## config.mk

```make
export PLATFORM = sky130hd
export DESIGN_NAME = open_addressing_hash_table_flat
export DESIGN_NICKNAME = d
export VERILOG_FILES = /design/src/rtl/oaht_pkg.sv /design/src/rtl/oaht_if.sv /design/src/rtl/oaht_ctrl.sv /design/src/rtl/oaht_dp.sv /design/src/rtl/open_addressing_hash_table.sv /design/src/flat_wrapper.sv
export SDC_FILE = /design/constraint.sdc
export NUM_CORES = 1
export LEC_CHECK = 0
export ABC_AREA = 1
export BUFFER_PORTS_ARGS = -buffer_cell sky130_fd_sc_hd__buf_2
export CAP_MARGIN = 20
export CORE_ASPECT_RATIO = 1.5
export CORE_MARGIN = 2
export CORE_UTILIZATION = 45
export CTS_BUF_LIST = sky130_fd_sc_hd__clkbuf_16
export DETAILED_ROUTE_END_ITERATION = 10
export PLACE_DENSITY_LB_ADDON = 0.15
export SETUP_SLACK_MARGIN = 0.05
export SLEW_MARGIN = 15
export SYNTH_ARGS = -nofsm -noshare
export SYNTH_HDL_FRONTEND = slang
export SYNTH_SLANG_ARGS = --single-unit
```

## constraint.sdc

```tcl
create_clock -name clk -period 9.5 [get_ports clk]
set_input_delay 0.475 -clock clk [delete_from_list [all_inputs] [get_ports clk]]
set_output_delay 0.475 -clock clk [all_outputs]
set_load 0.02 [all_outputs]
```

## src/rtl/oaht_pkg.sv

```systemverilog
// Shared types and constants of the open-addressing hash table.
package oaht_pkg;

	localparam int REQ_W      = 2;
	localparam int KEY_W      = 32;
	localparam int STAT_W     = 3;
	localparam int SLOT_W     = 4;
	localparam int CNT_W      = 5;
	localparam int SZ_W       = 5;
	localparam int CFG_DATA_W = 5;
	localparam int CFG_ADDR_W = 1;

	localparam logic [REQ_W-1:0] REQ_SEARCH = 2'd0;
	localparam logic [REQ_W-1:0] REQ_INSERT = 2'd1;
	localparam logic [REQ_W-1:0] REQ_REMOVE = 2'd2;
	localparam logic [REQ_W-1:0] REQ_CLEAR  = 2'd3;

	localparam logic [STAT_W-1:0] RES_OK        = 3'd0;
	localparam logic [STAT_W-1:0] RES_NOT_FOUND = 3'd1;
	localparam logic [STAT_W-1:0] RES_DUP       = 3'd2;
	localparam logic [STAT_W-1:0] RES_LOAD      = 3'd3;
	localparam logic [STAT_W-1:0] RES_NO_SLOT   = 3'd4;

	localparam logic [CFG_ADDR_W-1:0] CFG_PROBE_MODE = 1'b0;
	localparam logic [CFG_ADDR_W-1:0] CFG_TABLE_SIZE = 1'b1;

	localparam logic [SZ_W-1:0] MIN_SIZE   = 5'd3;
	localparam logic [SZ_W-1:0] RESET_SIZE = 5'd8;

	typedef struct packed {
		logic load;
		logic hash;
		logic scan;
		logic prep;
		logic probe;
		logic out_load;
	} oaht_cmd_t;

	typedef struct packed {
		logic hash_last;
		logic scan_done;
		logic refuse;
		logic probe_done;
	} oaht_sts_t;

endpackage

```

## src/rtl/oaht_if.sv

```systemverilog
// Request, response and configuration channel interfaces.
interface oaht_req_if import oaht_pkg::*; ();
	logic             valid;
	logic             ready;
	logic [REQ_W-1:0] req_type;
	logic [KEY_W-1:0] key;

	modport source (output valid, output req_type, output key, input ready);
	modport sink (input valid, input req_type, input key, output ready);
endinterface

interface oaht_rsp_if import oaht_pkg::*; ();
	logic              valid;
	logic              ready;
	logic [STAT_W-1:0] status;
	logic [SLOT_W-1:0] slot_index;
	logic [CNT_W-1:0]  probe_count;

	modport source (output valid, output status, output slot_index, output probe_count,
		input ready);
	modport sink (input valid, input status, input slot_index, input probe_count,
		output ready);
endinterface

interface oaht_cfg_if import oaht_pkg::*; ();
	logic                  valid;
	logic                  ready;
	logic [CFG_ADDR_W-1:0] addr;
	logic [CFG_DATA_W-1:0] data;

	modport source (output valid, output addr, output data, input ready);
	modport sink (input valid, input addr, input data, output ready);
endinterface

```

## src/rtl/oaht_ctrl.sv

```systemverilog
// Sequencer of the hash table: hash, duplicate scan, probe and reply phases.
module oaht_ctrl import oaht_pkg::*; (
	input  logic             clk,
	input  logic             arst_n,
	input  logic             req_valid,
	input  logic [REQ_W-1:0] req_type,
	output logic             req_ready,
	output logic             rsp_valid,
	input  logic             rsp_ready,
	input  oaht_sts_t        sts,
	output oaht_cmd_t        cmd
);

	typedef enum logic [2:0] {
		S_IDLE,
		S_HASH,
		S_SCAN,
		S_PREP,
		S_PROBE,
		S_REPLY
	} state_t;

	state_t           state_q;
	logic [REQ_W-1:0] op_q;
	logic             rsp_valid_q;
	logic             accept;
	logic             out_free;

	assign req_ready = (state_q == S_IDLE);
	assign accept    = req_valid && req_ready;
	assign out_free  = !rsp_valid_q || rsp_ready;
	assign rsp_valid = rsp_valid_q;

	always_comb begin
		cmd          = '0;
		cmd.load     = accept;
		cmd.hash     = (state_q == S_HASH);
		cmd.scan     = (state_q == S_SCAN);
		cmd.prep     = (state_q == S_PREP);
		cmd.probe    = (state_q == S_PROBE);
		cmd.out_load = (state_q == S_REPLY) && out_free;
	end

	always_ff @(posedge clk or negedge arst_n) begin
		if (!arst_n) begin
			state_q     <= S_IDLE;
			op_q        <= REQ_SEARCH;
			rsp_valid_q <= 1'b0;
		end else begin
			if ((state_q == S_REPLY) && out_free) begin
				rsp_valid_q <= 1'b1;
			end else if (rsp_ready) begin
				rsp_valid_q <= 1'b0;
			end
			unique case (state_q)
				S_IDLE: begin
					if (accept) begin
						op_q    <= req_type;
						state_q <= (req_type == REQ_CLEAR) ? S_REPLY : S_HASH;
					end
				end
				S_HASH: begin
					if (sts.hash_last) begin
						state_q <= (op_q == REQ_INSERT) ? S_SCAN : S_PREP;
					end
				end
				S_SCAN: begin
					if (sts.scan_done) begin
						state_q <= sts.refuse ? S_REPLY : S_PREP;
					end
				end
				S_PREP: begin
					state_q <= S_PROBE;
				end
				S_PROBE: begin
					if (sts.probe_done) begin
						state_q <= S_REPLY;
					end
				end
				S_REPLY: begin
					if (out_free) begin
						state_q <= S_IDLE;
					end
				end
				default: begin
					state_q <= S_IDLE;
				end
			endcase
		end
	end

endmodule

```

## src/rtl/oaht_dp.sv

```systemverilog
// Datapath of the hash table: config, key hashing, slot memory, probe pipeline, results.
module oaht_dp import oaht_pkg::*; #(
	parameter int TABLE_DEPTH = 16,
	parameter int KEY_WIDTH   = 32
) (
	input  logic                  clk,
	input  logic                  arst_n,
	input  oaht_cmd_t             cmd,
	output oaht_sts_t             sts,
	input  logic [REQ_W-1:0]      req_type,
	input  logic [KEY_W-1:0]      req_key,
	input  logic                  cfg_we,
	input  logic [CFG_ADDR_W-1:0] cfg_addr,
	input  logic [CFG_DATA_W-1:0] cfg_data,
	output logic [STAT_W-1:0]     status,
	output logic [SLOT_W-1:0]     slot_index,
	output logic [CNT_W-1:0]      probe_count
);

	localparam int IW = $clog2(TABLE_DEPTH);
	localparam int BW = $clog2(KEY_WIDTH);
	localparam int MW = KEY_WIDTH + 1;

	logic                   probe_mode_q;
	logic [SZ_W-1:0]        table_size_q;
	logic [SZ_W-1:0]        size;
	logic [SZ_W:0]          size_ext;

	logic [KEY_WIDTH-1:0]   key_q;
	logic [REQ_W-1:0]       op_q;
	logic [BW-1:0]          bit_q;
	logic [SZ_W-1:0]        rem_q;
	logic [SZ_W:0]          rem_ext;
	logic [SZ_W-1:0]        rem_d;

	logic [SZ_W-1:0]        addr_q;
	logic [SZ_W-1:0]        inc_q;
	logic [SZ_W-1:0]        iss_q;
	logic [SZ_W-1:0]        occ_q;
	logic [SZ_W:0]          addr_sum;
	logic [SZ_W-1:0]        addr_nx;
	logic [SZ_W:0]          inc_sum;
	logic [SZ_W-1:0]        inc_nx;
	logic                   issue;

	logic                   valid_s1;
	logic [SZ_W-1:0]        addr_s1;
	logic [SZ_W-1:0]        cnt_s1;
	logic [MW-1:0]          rd_s1;
	logic [IW-1:0]          ix_s1;

	logic [MW-1:0]          mem [TABLE_DEPTH];
	logic [TABLE_DEPTH-1:0] live_q;

	logic                   live;
	logic                   occ;
	logic                   match;
	logic                   last;
	logic [SZ_W-1:0]        occ_sum;
	logic                   is_ins;
	logic                   probe_hit;

	logic                   mem_we;
	logic [MW-1:0]          mem_wd;

	logic [STAT_W-1:0]      res_status_q;
	logic [SLOT_W-1:0]      res_slot_q;
	logic [CNT_W-1:0]       res_cnt_q;
	logic [STAT_W-1:0]      status_q;
	logic [SLOT_W-1:0]      slot_q;
	logic [CNT_W-1:0]       count_q;

	always_comb begin
		if (table_size_q < MIN_SIZE) begin
			size = MIN_SIZE;
		end else if (int'(table_size_q) > TABLE_DEPTH) begin
			size = SZ_W'(TABLE_DEPTH);
		end else begin
			size = table_size_q;
		end
	end
	assign size_ext = {1'b0, size};

	assign rem_ext = {rem_q, key_q[bit_q]};
	assign rem_d   = (rem_ext >= size_ext) ? SZ_W'(rem_ext - size_ext) : SZ_W'(rem_ext);

	assign addr_sum = {1'b0, addr_q} + {1'b0, inc_q};
	assign addr_nx  = (addr_sum >= size_ext) ? SZ_W'(addr_sum - size_ext) : SZ_W'(addr_sum);
	assign inc_sum  = {1'b0, inc_q} + (SZ_W+1)'(2);
	assign inc_nx   = (inc_sum >= size_ext) ? SZ_W'(inc_sum - size_ext) : SZ_W'(inc_sum);
	assign issue    = (cmd.scan || cmd.probe) && (iss_q < size);

	assign ix_s1     = IW'(addr_s1);
	assign live      = live_q[ix_s1];
	assign occ       = live && !rd_s1[MW-1];
	assign match     = occ && (rd_s1[KEY_WIDTH-1:0] == key_q);
	assign last      = (cnt_s1 == size);
	assign occ_sum   = occ_q + SZ_W'(occ);
	assign is_ins    = (op_q == REQ_INSERT);
	assign probe_hit = is_ins ? !occ : (!live || match);

	assign sts.hash_last  = cmd.hash && (bit_q == '0);
	assign sts.scan_done  = cmd.scan && valid_s1 && (match || last);
	assign sts.refuse     = match || (occ_sum >= size - SZ_W'(1));
	assign sts.probe_done = cmd.probe && valid_s1 && (probe_hit || last);

	assign mem_we = sts.probe_done && probe_hit && (is_ins || (op_q == REQ_REMOVE && match));
	assign mem_wd = {!is_ins, key_q};

	always_ff @(posedge clk or negedge arst_n) begin
		if (!arst_n) begin
			probe_mode_q <= 1'b0;
			table_size_q <= RESET_SIZE;
			live_q       <= '0;
			valid_s1     <= 1'b0;
		end else begin
			if (cfg_we) begin
				unique case (cfg_addr)
					CFG_PROBE_MODE: probe_mode_q <= cfg_data[0];
					CFG_TABLE_SIZE: table_size_q <= cfg_data;
					default: ;
				endcase
				live_q <= '0;
			end else if (cmd.load && req_type == REQ_CLEAR) begin
				live_q <= '0;
			end else if (mem_we && is_ins) begin
				live_q[ix_s1] <= 1'b1;
			end
			valid_s1 <= issue;
		end
	end

	always_ff @(posedge clk) begin
		if (mem_we) begin
			mem[ix_s1] <= mem_wd;
		end
		rd_s1 <= mem[IW'(addr_q)];
	end

	always_ff @(posedge clk) begin
		if (cmd.load) begin
			key_q  <= KEY_WIDTH'(req_key);
			op_q   <= req_type;
			bit_q  <= BW'(KEY_WIDTH - 1);
			rem_q  <= '0;
			addr_q <= '0;
			iss_q  <= '0;
			occ_q  <= '0;
		end else if (cmd.hash) begin
			rem_q <= rem_d;
			bit_q <= bit_q - BW'(1);
		end else if (cmd.prep) begin
			addr_q <= rem_q;
			inc_q  <= SZ_W'(1);
			iss_q  <= '0;
		end else if (issue) begin
			iss_q <= iss_q + SZ_W'(1);
			if (cmd.scan) begin
				addr_q <= addr_q + SZ_W'(1);
			end else begin
				addr_q <= addr_nx;
				if (probe_mode_q) begin
					inc_q <= inc_nx;
				end
			end
		end
		if (cmd.scan && valid_s1) begin
			occ_q <= occ_sum;
		end
		addr_s1 <= addr_q;
		cnt_s1  <= iss_q + SZ_W'(1);
	end

	always_ff @(posedge clk) begin
		if (cmd.load) begin
			res_status_q <= RES_OK;
			res_slot_q   <= '0;
			res_cnt_q    <= '0;
		end else if (sts.scan_done) begin
			res_status_q <= match ? RES_DUP : RES_LOAD;
			res_slot_q   <= '0;
			res_cnt_q    <= '0;
		end else if (sts.probe_done) begin
			res_cnt_q <= CNT_W'(cnt_s1);
			if (probe_hit && (is_ins || match)) begin
				res_status_q <= RES_OK;
				res_slot_q   <= SLOT_W'(addr_s1);
			end else begin
				res_status_q <= (is_ins && !probe_hit) ? RES_NO_SLOT : RES_NOT_FOUND;
				res_slot_q   <= '0;
			end
		end
		if (cmd.out_load) begin
			status_q <= res_status_q;
			slot_q   <= res_slot_q;
			count_q  <= res_cnt_q;
		end
	end

	assign status      = status_q;
	assign slot_index  = slot_q;
	assign probe_count = count_q;

endmodule

```

## src/rtl/open_addressing_hash_table.sv

```systemverilog
// Top level of the open-addressing hash table with linear or quadratic probing.
//
// One request is worked at a time. A clear goes from acceptance straight to
// the reply. Every other request first reduces the key modulo the table size
// one key bit per cycle. An insert then reads each slot once through the slot
// memory's single read port to look for a duplicate and count the load,
// stopping early at a duplicate; search, remove and an accepted insert then
// walk the probe path one slot per cycle through the same port. A new
// request is taken while the previous response still waits in the output
// register. Writing either configuration register empties the table.
module open_addressing_hash_table import oaht_pkg::*; #(
	parameter int TABLE_DEPTH = 16,
	parameter int KEY_WIDTH   = 32
) (
	input logic         clk,
	input logic         arst_n,
	oaht_req_if.sink    req,
	oaht_rsp_if.source  rsp,
	oaht_cfg_if.sink    cfg
);

	oaht_cmd_t cmd;
	oaht_sts_t sts;

	assign cfg.ready = 1'b1;

	oaht_ctrl u_ctrl (
		.clk       (clk),
		.arst_n    (arst_n),
		.req_valid (req.valid),
		.req_type  (req.req_type),
		.req_ready (req.ready),
		.rsp_valid (rsp.valid),
		.rsp_ready (rsp.ready),
		.sts       (sts),
		.cmd       (cmd)
	);

	oaht_dp #(
		.TABLE_DEPTH (TABLE_DEPTH),
		.KEY_WIDTH   (KEY_WIDTH)
	) u_dp (
		.clk         (clk),
		.arst_n      (arst_n),
		.cmd         (cmd),
		.sts         (sts),
		.req_type    (req.req_type),
		.req_key     (req.key),
		.cfg_we      (cfg.valid && cfg.ready),
		.cfg_addr    (cfg.addr),
		.cfg_data    (cfg.data),
		.status      (rsp.status),
		.slot_index  (rsp.slot_index),
		.probe_count (rsp.probe_count)
	);

endmodule

```

## src/flat_wrapper.sv

```systemverilog
// flat-port wrapper written by rule: the top's interface ports become plain ports
module open_addressing_hash_table_flat import oaht_pkg::*;
#(
	parameter int TABLE_DEPTH = 16,
	parameter int KEY_WIDTH   = 32
)
  (clk, arst_n, req_valid, req_req_type, req_key, req_ready, rsp_valid, rsp_status, rsp_slot_index, rsp_probe_count, rsp_ready, cfg_valid, cfg_addr, cfg_data, cfg_ready);
  oaht_req_if req_i ();
  oaht_rsp_if rsp_i ();
  oaht_cfg_if cfg_i ();
  input logic clk;
  input logic arst_n;
  input wire logic [$bits(req_i.valid)-1:0] req_valid;
  input wire logic [$bits(req_i.req_type)-1:0] req_req_type;
  input wire logic [$bits(req_i.key)-1:0] req_key;
  output wire logic [$bits(req_i.ready)-1:0] req_ready;
  output wire logic [$bits(rsp_i.valid)-1:0] rsp_valid;
  output wire logic [$bits(rsp_i.status)-1:0] rsp_status;
  output wire logic [$bits(rsp_i.slot_index)-1:0] rsp_slot_index;
  output wire logic [$bits(rsp_i.probe_count)-1:0] rsp_probe_count;
  input wire logic [$bits(rsp_i.ready)-1:0] rsp_ready;
  input wire logic [$bits(cfg_i.valid)-1:0] cfg_valid;
  input wire logic [$bits(cfg_i.addr)-1:0] cfg_addr;
  input wire logic [$bits(cfg_i.data)-1:0] cfg_data;
  output wire logic [$bits(cfg_i.ready)-1:0] cfg_ready;
  assign req_i.valid = req_valid;
  assign req_i.req_type = req_req_type;
  assign req_i.key = req_key;
  assign req_ready = req_i.ready;
  assign rsp_valid = rsp_i.valid;
  assign rsp_status = rsp_i.status;
  assign rsp_slot_index = rsp_i.slot_index;
  assign rsp_probe_count = rsp_i.probe_count;
  assign rsp_i.ready = rsp_ready;
  assign cfg_i.valid = cfg_valid;
  assign cfg_i.addr = cfg_addr;
  assign cfg_i.data = cfg_data;
  assign cfg_ready = cfg_i.ready;
  open_addressing_hash_table #(.TABLE_DEPTH(TABLE_DEPTH), .KEY_WIDTH(KEY_WIDTH)) u_core (.clk(clk), .arst_n(arst_n), .req(req_i), .rsp(rsp_i), .cfg(cfg_i));
endmodule
```

==> results.txt, run 1 <==
Status - finished, final reports clean
CP max stage cell - dfxtp_1
Clock slew at reported path FFs - 70 ps
Clock tree buffer depth - 3
Final HPWL DP - 38.7 mm
CTS tree - done
Die X - 209 um
Synth cell types - 55
First-pass GRT wire length - 107 mm
Post-synth EDFFs - 584
Flop pwr share - 43.1%
CP peak stage delay - 940 ps
Critical Path RT - 10010 ps
Syn-to-layout area delta - 12.2%
Final RePlAce weighted congestion - 0.829
WS Path Type - flop to flop
Ys flop type - edfxtp_1
Layout cells sized above 1 - 10.5%
Synthesized netlist cell count - 2340
DR vias - 18200
Post-Route WL - 69.6 mm
Wire per inst - 21.4 um
Worst setup SP type - flop
CP Max Fanout - 20
Placed inst area - 29600 um^2
RSZ-0062 raised after global routing - no
Final setup violation count - 0
FF/Latch Area - 19800 um^2
Latest clock arrival within the worst-skew pair - 630 ps
Gr usage total - 21.5%
ANT nets after route - 0
Int Pwr - 5.96 mW
Ports - 60
# Max-Cap Violations - 0
Vias in the first global route - 18500
Clock sinks - 687
Initial antenna violation count - 0
Port buffer count - 58
Die height - 312 um
GRT met1 Usage - 25.9%
Post-route clock period utilization - 46.6%
H-tree depth - 2
DRC marker count from the first detailed-route iteration - 1139
Crit path capture type - flop
Drt first pass iters - 6
Drt drc - 0
Register area share after synthesis - 69.5%
Met3 Usage GRT - 2.36%
Final TNS setup - 0 ps
CP cell instances - inv_1 > o211ai_1 > nand3_1 > nand3_1 > nand2_1 > o31ai_1 > ha_1 > inv_1 > fa_1 > nand3_1 > nand3b_1 > nand2_1 > nand2_1 > a21oi_1 > o21ai_0 > o211ai_1 > inv_1
Inserted Clock Buffers - 61
Largest net degree at the start of global routing - 200
Slew headroom - 24.3%
Fmax - 226 MHz
Initial Utilization - 45.5%
Mapped Nets - 2425
N_diodes - 0
Clk_skew - 27.3 ps
P_sw - 3.14 mW
Slew Limit Fails - 0
Clock share of power - 27.9%
Tightest Hold Check Type - input pin to flop
Global route overflow - 0
Logic gate share of total power - 29.0%
Fin area - 31900 um^2
Fillcell total - 5292
Core Footprint - 62400 um^2
DR vias/cell - 5.59
Max rail drop VDD - 229 uV
Final Hold Viols - 0
Placement Setup Slack - 5100 ps
Worst setup margin - 5070 ps
Pleak - 11.4 nW
FFs w/ async S/R, synth - 4.22%
Die area - 65200 um^2
Ys Warns - 0
Mean Syn Cell Area - 12.1 um^2
Multi-input gate area - 7810 um^2
Yosys reg bits - 687
Crit path time final - 4430 ps
Critical path arrival - 4940 ps
Net count, final - 2486
Rows - 112
Post-CTS Setup Bufs - 0
Root Driver - clkbuf_16
Power per Cell Area - 286 nW/um^2
Most Crowded Layer GR - met2
Switching share of power - 34.5%
Synth Cell Area - 28400 um^2
Worst slew pin tran - 1140 ps
Met2 usage - 39.7%
synth_stat cells (12+ instances only):
cell	instances	area share (%)
buf_1	12	0.16
dfxtp_1	74	5.2
a21oi_1	53	0.93
o21ai_0	171	3.0
dfrtp_1	28	2.5
inv_1	116	1.5
nand2_1	317	4.2
o211ai_1	26	0.69
clkbuf_1	86	1.1
o21a_1	17	0.45
ha_1	36	1.6
o32ai_1	80	2.5
edfxtp_1	584	62
mux2i_1	52	1.8
xor2_1	23	0.71
nand3_1	96	1.7
nor2_1	413	5.5
o221ai_1	52	1.6
stage by stage:
step / cells / utilization (%) / hold WS [ps] / power, mW
floorplan: 2340 / - / 179 / 5.80
global placement: 3119 / 47.5 / 419 / 6.57
detailed placement: 3119 / 47.5 / 418 / 6.62
CTS: 3249 / 51.1 / 1.45 / 9.18
global route: 3250 / 51.1 / 16.4 / 9.63
finish: 3250 / 51.1 / 33.7 / 9.10
power groups by stage:
stage	registers (mW)	logic, mW	clock network, mW
2_1_floorplan	3.84	1.96	0
3_3_place_gp	3.98	2.59	0
3_5_place_dp	3.98	2.64	0
4_1_cts	3.92	2.66	2.60
5_1_grt	3.96	2.97	2.70
6_report	3.92	2.64	2.54
cells in the final DEF, fill, tap and decap left out, types with 53 or more instances in the layout:
cell	Yosys	layout
edfxtp_1	584	584
nor2_1	413	396
nand2_1	317	317
o21ai_0	171	171
inv_1	116	126
nand3_1	96	96
o32ai_1	80	80
dfxtp_1	74	71
clkbuf_16	0	62
buf_2	10	58
a21oi_1	53	53
critical path: cells and delay by family, from the launching register on:
| family | cells | cell delay, ps |
|---|---|---|
| compound gates | 5 | 1160 |
| flops | 1 | 940 |
| simple gates | 7 | 790 |
| buf+inv | 3 | 750 |
| fa+ha+maj | 2 | 670 |
layer usage:
layer | wire (um) | share of wire (%) | vias up
li1 | - | - | 8531
met1 | 27700 | 40 | 9046
met2 | 36800 | 53 | 458
met3 | 3030 | 4.4 | 121
met4 | 2140 | 3.1 | 0
met5 | 0 | 0 | -
final timing paths:
kind                                          endpoint  cells after the start  slack (ps)                      from
setup / recovery                  u_core.u_dp.rem_q[1]                     17        5070      u_core.u_dp.bit_q[0]
hold / removal                    u_core.u_dp.key_q[9]                      1          30                req_key[9]
setup reg to reg                  u_core.u_dp.rem_q[1]                     17        5070      u_core.u_dp.bit_q[0]
hold reg to reg             u_core.u_dp.probe_count[3]                      0         440  u_core.u_dp.res_cnt_q[3]
max in group asynchronous       u_core.u_dp.live_q[11]                      2        8550                    arst_n
min in group asynchronous  u_core.u_dp.table_size_q[4]                      2         460                    arst_n
cell families after synthesis:
| logic type | Yosys count | share of synthesized area (%) |
|---|---|---|
| flops | 687 | 69.5 |
| mux | 52 | 1.83 |
| xor+xnor | 28 | 0.864 |
| buf+inv | 240 | 3.41 |
| other cells | 1 | 0.0132 |
| compound gates | 429 | 10.0 |
| fa+ha+maj | 40 | 1.87 |
| simple gates | 863 | 12.5 |
cell type report:
| class | count | share of cell area (%) |
|---|---|---|
| clock buffers | 62 | 4.87 |
| clock inverters | 52 | 1.59 |
| inverters | 127 | 1.52 |
| multi-input cells | 1413 | 24.5 |
| flip-flops and latches | 687 | 62.0 |
| well taps | 798 | 3.13 |
| repair buffers | 111 | 2.39 |
flip-flops by register name, summed over array words and instances, names as in the netlist, 4 cells and up:
register / flops
u_core.u_dp.cnt_s1: 5
u_core.u_dp.bit_q: 5
u_core.u_dp.iss_q: 5
u_core.u_dp.addr_s1: 4
u_core.u_dp.table_size_q: 5
u_core.u_dp.res_cnt_q: 5
u_core.u_dp.mem: 528
u_core.u_dp.occ_q: 5
u_core.u_dp.addr_q: 5
u_core.u_dp.res_slot_q: 4
u_core.u_dp.rd_s1: 33
u_core.u_dp.slot_index: 4
u_core.u_dp.live_q: 16
u_core.u_dp.key_q: 32
u_core.u_dp.rem_q: 5
u_core.u_dp.inc_q: 5
u_core.u_dp.probe_count: 5
timing repair:
action,CTS,global route
hold endpoints to repair,43,0
resized for setup,0,0
hold buffers,16,0
Power figures use the tool's default switching activity.
==> inputs of run 2 (changes only) <==
Settings changed: ABC_AREA 1 to 0.
Clock period 9.5 ns to 4.3 ns, I/O delays scaled along.
==> results.txt, run 2 <==
Status - finished, final reports clean
Mean Syn Cell Area - 19.4 um^2 (+60%)
Clock tree buffer depth - 3 (unchanged)
Critical path arrival - 4350 ps (-590 ps)
H-tree depth - 3 (+1)
Slew Limit Fails - 0 (unchanged)
Post-CTS Setup Bufs - 0 (unchanged)
Post-route clock period utilization - 94.4% (+48 points)
WS Path Type - flop to flop
Clock slew at reported path FFs - 60 ps (about the same)
Mux contribution to synthesized area - 15.8% (+14 points)
Fin area - 32000 um^2 (+0.26%)
Top-area cell type share of the netlist area - 64.4% (+2.6 points)
Commonest non-fill, non-tap cell in the layout - edfxtp_1
Final setup violation count - 0 (unchanged)
Largest family of logic cells by synthesized area - multiplexers
Hold Slack - 96.2 ps (+62.4 ps)
Slew headroom - 33.9% (+9.6 points)
FFs w/ async S/R, synth - 4.22% (unchanged)
R2R setup slack - 240 ps (-4830 ps)
Die X - 205 um (-2.0%)
Top flop regs - u_core.u_dp.mem (528), u_core.u_dp.rd_s1 (33), u_core.u_dp.key_q (32)
Synth cell types - 65 (+18%)
Hold Buf Count CTS - 42 (+26)
Post-Layout Cell Count - 2427 (-25%)
Post-synthesis xor/xnor area fraction - 1.90% (+1.0 points)
Inserted Clock Buffers - 67 (+9.8%)
Latest clock arrival within the worst-skew pair - 610 ps (-20 ps)
Layout cells sized above 1 - 27.6% (+17 points)
Drt first pass iters - 5 (-1)
Synthesized netlist cell count - 1403 (-40%)
Simple-gate portion of the synthesized area - 3.76% (-8.7 points)
Final Hold Viols - 0 (unchanged)
Final HPWL DP - 40.7 mm (+5.2%)
Port buffer count - 58 (unchanged)
Crit path capture type - flop
Pleak - 10.7 nW (-6.0%)
Post-Route WL - 64.5 mm (-7.4%)
Vias in the first global route - 14600 (-21%)
Post-synth EDFFs - 584 (unchanged)
DR vias - 13700 (-25%)
Core Footprint - 60000 um^2 (-3.8%)
Max FFs per register - 528 (unchanged)
Ports - 60 (unchanged)
RSZ-0062 raised after global routing - no
Rows - 110 (-1.8%)
Cell taking the most area after synthesis - edfxtp_1
Placed Cells incl. Taps - 2263 (-27%)
Die height - 305 um (-2.0%)
Drt drc - 0 (unchanged)
Wire per inst - 26.6 um (+24%)
Worst setup SP type - flop
Mapped Nets - 1488 (-39%)
# Max-Cap Violations - 0 (unchanged)
Max rail drop VDD - 355 uV (+55%)
Clk_skew - 22.6 ps (-4.68 ps)
Global route overflow - 0 (unchanged)
CTS tree - done
DR vias/cell - 5.63 (+0.76%)
Worst slew pin tran - 992 ps (-144 ps)
Root Driver - clkbuf_16
Die area - 62500 um^2 (-4.0%)
Adder-cell share of the synthesized area - 1.95% (+0.080 points)
Crit path time final - 4060 ps (-368 ps)
Critical Path RT - 4590 ps (-5420 ps)
Register area share after synthesis - 72.5% (+3.0 points)
Synth top cells by count - edfxtp_1 (584), mux4_2 (177), dfxtp_1 (74)
Synth top area cells - edfxtp_1 (64%), mux4_2 (15%), dfxtp_1 (5.4%)
Post-layout util - 53.2% (+2.1 points)
Syn-to-layout area delta - 17.3%
Ys flop type - edfxtp_1
Compound-Gate Fraction of Synth Area - 2.82% (-7.2 points)
Initial Utilization - 45.4% (-0.15 points)
Most common cell in the netlist - edfxtp_1
Ys Warns - 0 (unchanged)
Final RePlAce weighted congestion - 0.775 (-6.6%)
Post_cts resized - 0 (unchanged)
Placed inst area - 29300 um^2 (-1.0%)
Clock sinks - 687 (unchanged)
Yosys reg bits - 687 (unchanged)
Fmax - 246 MHz (+9.1%)
Initial antenna violation count - 0 (unchanged)
N_diodes - 0 (unchanged)
Gr usage total - 21.3% (-0.14 points)
Largest Register - u_core.u_dp.mem
First-pass GRT wire length - 95.5 mm (-11%)
Power per Cell Area - 602 nW/um^2 (+110%)
Synth Cell Area - 27200 um^2 (-4.1%)
Net count, final - 1675 (-33%)
ANT nets after route - 0 (unchanged)
DRC marker count from the first detailed-route iteration - 1176 (+3.2%)
Largest net degree at the start of global routing - 137 (-32%)
CP Max Fanout - 26 (+30%)
Commonest non-fill, non-tap cells in the layout - edfxtp_1 (584), mux4_2 (177), clkbuf_16 (74)
Tightest Hold Check Type - input pin to flop
[run 2: changes by cell type in the layout (fill, tap and decap cells not counted), sizes merged, moves of 19 or more]
cell / previous run / this run
o211ai: 26 / 4
o221ai: 52 / 1
xor2: 23 / 42
mux2i: 52 / 18
o32ai: 80 / 0
mux4: 0 / 177
inv: 136 / 41
nand3: 98 / 14
buf: 95 / 140
o21ai: 177 / 16
nand2: 334 / 41
dlygate4sd3: 16 / 42
a21oi: 60 / 37
nor2: 417 / 72
[run 2: cells by family after synthesis]
kind of cell / count (synthesis)
other: 1
adder cells (fa/ha/maj): 40
AND/OR/NAND/NOR: 210
flip-flops: 687
multiplexers: 206
buffers and inverters: 88
XOR/XNOR: 59
AO/OA/AOI/OAI: 112
[run 2: routing by layer]
metal  vias to the layer above  track usage (%)  wire length [um]
li1                       6035                -                 -
met2                       323             38.9             35600
met4                         0             7.51              1810
met5                         -                0                 0
met3                        89             2.96              2450
met1                      7215             25.6             24700
[run 2: layout make-up]
cell class | count | area [um^2]
inverters | 24 | 90.1
well taps | 784 | 981
clock buffers | 74 | 1850
clock inverters | 48 | 360
multi-input cells | 628 | 7250
repair buffers | 182 | 1660
flip-flops and latches | 687 | 19800
fillers | 4741 | 28100
[run 2: final timing paths]
path,from,endpoint,cells after the start
hold reg to reg,u_core.u_dp.res_slot_q[1],u_core.u_dp.slot_index[1],0
setup reg to reg,u_core.u_dp.key_q[13],u_core.u_dp.mem[3][3],8
min in group asynchronous,arst_n,u_core.u_dp.live_q[0],2
hold / removal,cfg_valid,u_core.u_dp.probe_mode_q,3
max in group asynchronous,arst_n,u_core.u_ctrl.rsp_valid,2
setup / recovery,u_core.u_dp.key_q[13],u_core.u_dp.mem[3][3],8
[run 2: critical path, cell delays in order, from the launching register on]
cell      delay [ps]
edfxtp_1         660
xor2_1           260
nor4_1           420
nand4_1          280
or4_1            590
or3b_4           450
a2111o_1         590
nor3_4           230
buf_12           250
[run 2: through the flow]
step	total power [mW]	setup WS (ps)	TNS [ps]
after global placement	13.5	357	0
final	19.2	239	0
after detailed placement	13.6	266	0
after CTS	19.5	232	0
after global routing	20.1	91.9	0
after floorplan	11.9	-144	-55420
[run 2: power breakdown]
part           total, mW  internal (mW)  switching (mW)
Sequential          8.52           8.00           0.519
Clock               5.86           3.40            2.46
Combinational       4.85           2.27            2.58
==> inputs of run 3 (changes only) <==
Settings changed: CAP_MARGIN 20 to default, CORE_UTILIZATION 45 to 40.
==> results.txt, run 3 (synthesis results as in run 2) <==
Syn-to-layout area delta - 17.5%
Max rail drop VDD - 679 uV (+91%)
CTS tree - done
Logic gate share of total power - 25.7% (+0.5 points)
# Max-Cap Violations - 0 (unchanged)
Inserted Clock Buffers - 66 (-1.5%)
Clock slew at reported path FFs - 70 ps (about the same)
Final setup violation count - 0 (unchanged)
Post-Route WL - 66.0 mm (+2.3%)
Top flop regs - u_core.u_dp.mem (528), u_core.u_dp.rd_s1 (33), u_core.u_dp.key_q (32)
Net count, final - 1683 (+0.48%)
Ports - 60 (unchanged)
Clk_skew - 31.9 ps (+9.35 ps)
Max FFs per register - 528 (unchanged)
Clock sinks - 687 (unchanged)
Clock tree buffer depth - 3 (unchanged)
Critical path arrival - 4270 ps (-80 ps)
ANT nets after route - 0 (unchanged)
RSZ-0062 raised after global routing - no
Gr usage total - 19.2% (-2.1 points)
Initial antenna violation count - 1 (+1)
Largest Register - u_core.u_dp.mem
R2R setup slack - 310 ps (+70 ps)
CP Max Fanout - 26 (unchanged)
Post-route clock period utilization - 92.8% (-1.6 points)
Core Footprint - 67600 um^2 (+13%)
Vias in the first global route - 14500 (-0.57%)
Worst setup margin - 308 ps (+68.8 ps)
Layout cells sized above 1 - 28.2% (+0.60 points)
Crit path time final - 3990 ps (-68.8 ps)
Drt drc - 0 (unchanged)
Final RePlAce weighted congestion - 0.813 (+5.0%)
N_diodes - 0 (unchanged)
First-pass GRT wire length - 97.5 mm (+2.2%)
Worst slew pin tran - 1040 ps (+43.2 ps)
DRC marker count from the first detailed-route iteration - 942 (-20%)
Rows - 117 (+6.4%)
Critical Path RT - 4570 ps (-20 ps)
Flop pwr share - 43.9% (-0.4 points)
P_sw - 5.59 mW (+0.51%)
Power per Cell Area - 602 nW/um^2 (+0.10%)
DR vias/cell - 5.41 (-3.9%)
Commonest non-fill, non-tap cells in the layout - edfxtp_1 (584), mux4_2 (177), buf_4 (71)
Int Pwr - 13.7 mW (+0.21%)
Fmax - 251 MHz (+1.7%)
Global route overflow - 0 (unchanged)
Port buffer count - 58 (unchanged)
Die area - 70200 um^2 (+12%)
Largest net degree at the start of global routing - 137 (unchanged)
Wire per inst - 26.0 um (-2.2%)
Die height - 324 um (+6.0%)
DR vias - 13700 (+0.53%)
Clock share of power - 30.4% (about the same)
Latest clock arrival within the worst-skew pair - 610 ps (about the same)
WS Path Type - flop to flop
Initial Utilization - 40.3% (-5.1 points)
Worst setup SP type - flop
H-tree depth - 3 (unchanged)
Pleak - 10.7 nW (about the same)
Commonest non-fill, non-tap cell in the layout - edfxtp_1
Root Driver - clkbuf_16
Die X - 217 um (+5.9%)
Slew Limit Fails - 0 (unchanged)
Final HPWL DP - 40.2 mm (-1.3%)
Crit path capture type - flop
Status - finished, final reports clean
Slew headroom - 31.0% (-2.9 points)
Fillcell total - 5736 (+21%)
Final Hold Viols - 0 (unchanged)
Tightest Hold Check Type - input pin to flop
Drt first pass iters - 5 (unchanged)
Total power draw - 19.3 mW (+0.30%)
Switching share of power - 29.0% (+0.062 points)
Placement Setup Slack - 118 ps (-148 ps)
## run 3: changes by cell type in the layout (fill, tap and decap cells not counted), moves of 3 or more
| cell | previous run | this run |
|---|---|---|
| clkinv_2 | 7 | 12 |
| bufinv_16 | 5 | 8 |
| clkbuf_16 | 74 | 69 |
| inv_1 | 39 | 32 |
| clkinvlp_4 | 6 | 3 |
| buf_4 | 55 | 71 |
| buf_12 | 27 | 20 |
## run 3: per-layer routing
layer / vias to the layer above / wire (um) / global-route usage (%)
li1: 6044 / - / -
met1: 7341 / 26500 / 23.5
met2: 267 / 35900 / 35.5
met3: 81 / 2180 / 2.49
met4: 2 / 1370 / 5.56
met5: - / 13 / 0
## run 3: metrics by stage
stage | hold WS (ps) | area [um^2] | cells | TNS [ps] | utilization [%]
finish | 122 | 32000 | 2539 | 0 | 47.3
global route | 118 | 32000 | 2539 | 0 | 47.3
CTS | 85.1 | 32000 | 2535 | 0 | 47.3
detailed placement | 326 | 29400 | 2376 | 0 | 43.5
global placement | 309 | 29400 | 2376 | 0 | 43.5
floorplan | -80.6 | 27200 | 1403 | -55420 | -
## run 3: worst max-delay path, stage by stage, from the launching register on
cell and delay (ps):
edfxtp_1 540, buf_4 270, xor2_1 210, nor4_2 460, nand4_1 200, or4_1 460, or3b_4 440, a2111o_1 590
nor3_4 230, buf_12 260
## run 3: repair_timing
| item | 4_1_cts | 5_1_grt |
|---|---|---|
| hold buffers | 42 | 0 |
| setup endpoints to repair | 0 | 268 |
| setup buffers | 0 | 4 |
| endpoints found under the hold margin | 71 | 0 |
| gates resized for setup | 0 | 1 |
## run 3: power by group through the flow
| stage | Clock, mW | Sequential (mW) | Combinational (mW) |
|---|---|---|---|
| CTS | 6.01 | 8.48 | 5.04 |
| detailed placement | 0 | 8.61 | 5.00 |
| global placement | 0 | 8.61 | 4.97 |
| floorplan | 0 | 8.50 | 3.40 |
| global route | 6.25 | 8.51 | 5.40 |
| finish | 5.87 | 8.46 | 4.96 |
## run 3: final timing paths
kind                       depth (start not counted)                      from                    endpoint
setup / recovery                                   9     u_core.u_dp.key_q[23]       u_core.u_dp.mem[3][0]
hold / removal                                     4                 req_valid    u_core.u_ctrl.state_q[0]
setup reg to reg                                   9     u_core.u_dp.key_q[23]       u_core.u_dp.mem[3][0]
hold reg to reg                                    0  u_core.u_dp.res_cnt_q[0]  u_core.u_dp.probe_count[0]
max in group asynchronous                          2                    arst_n     u_core.u_ctrl.rsp_valid
min in group asynchronous                          2                    arst_n       u_core.u_dp.live_q[5]
## run 3: area by class of cell
cell class                      instances  area (um^2)  share of cell area, %
Sequential cell                       687        19800                   61.7
Multi-Input combinational cell        628         7250                   22.7
Clock buffer                           69         1730                   5.39
Timing Repair Buffer                  191         1640                   5.14
Tap cell                              892         1120                   3.49
Clock inverter                         48          427                   1.33
Inverter                               24         90.1                  0.281
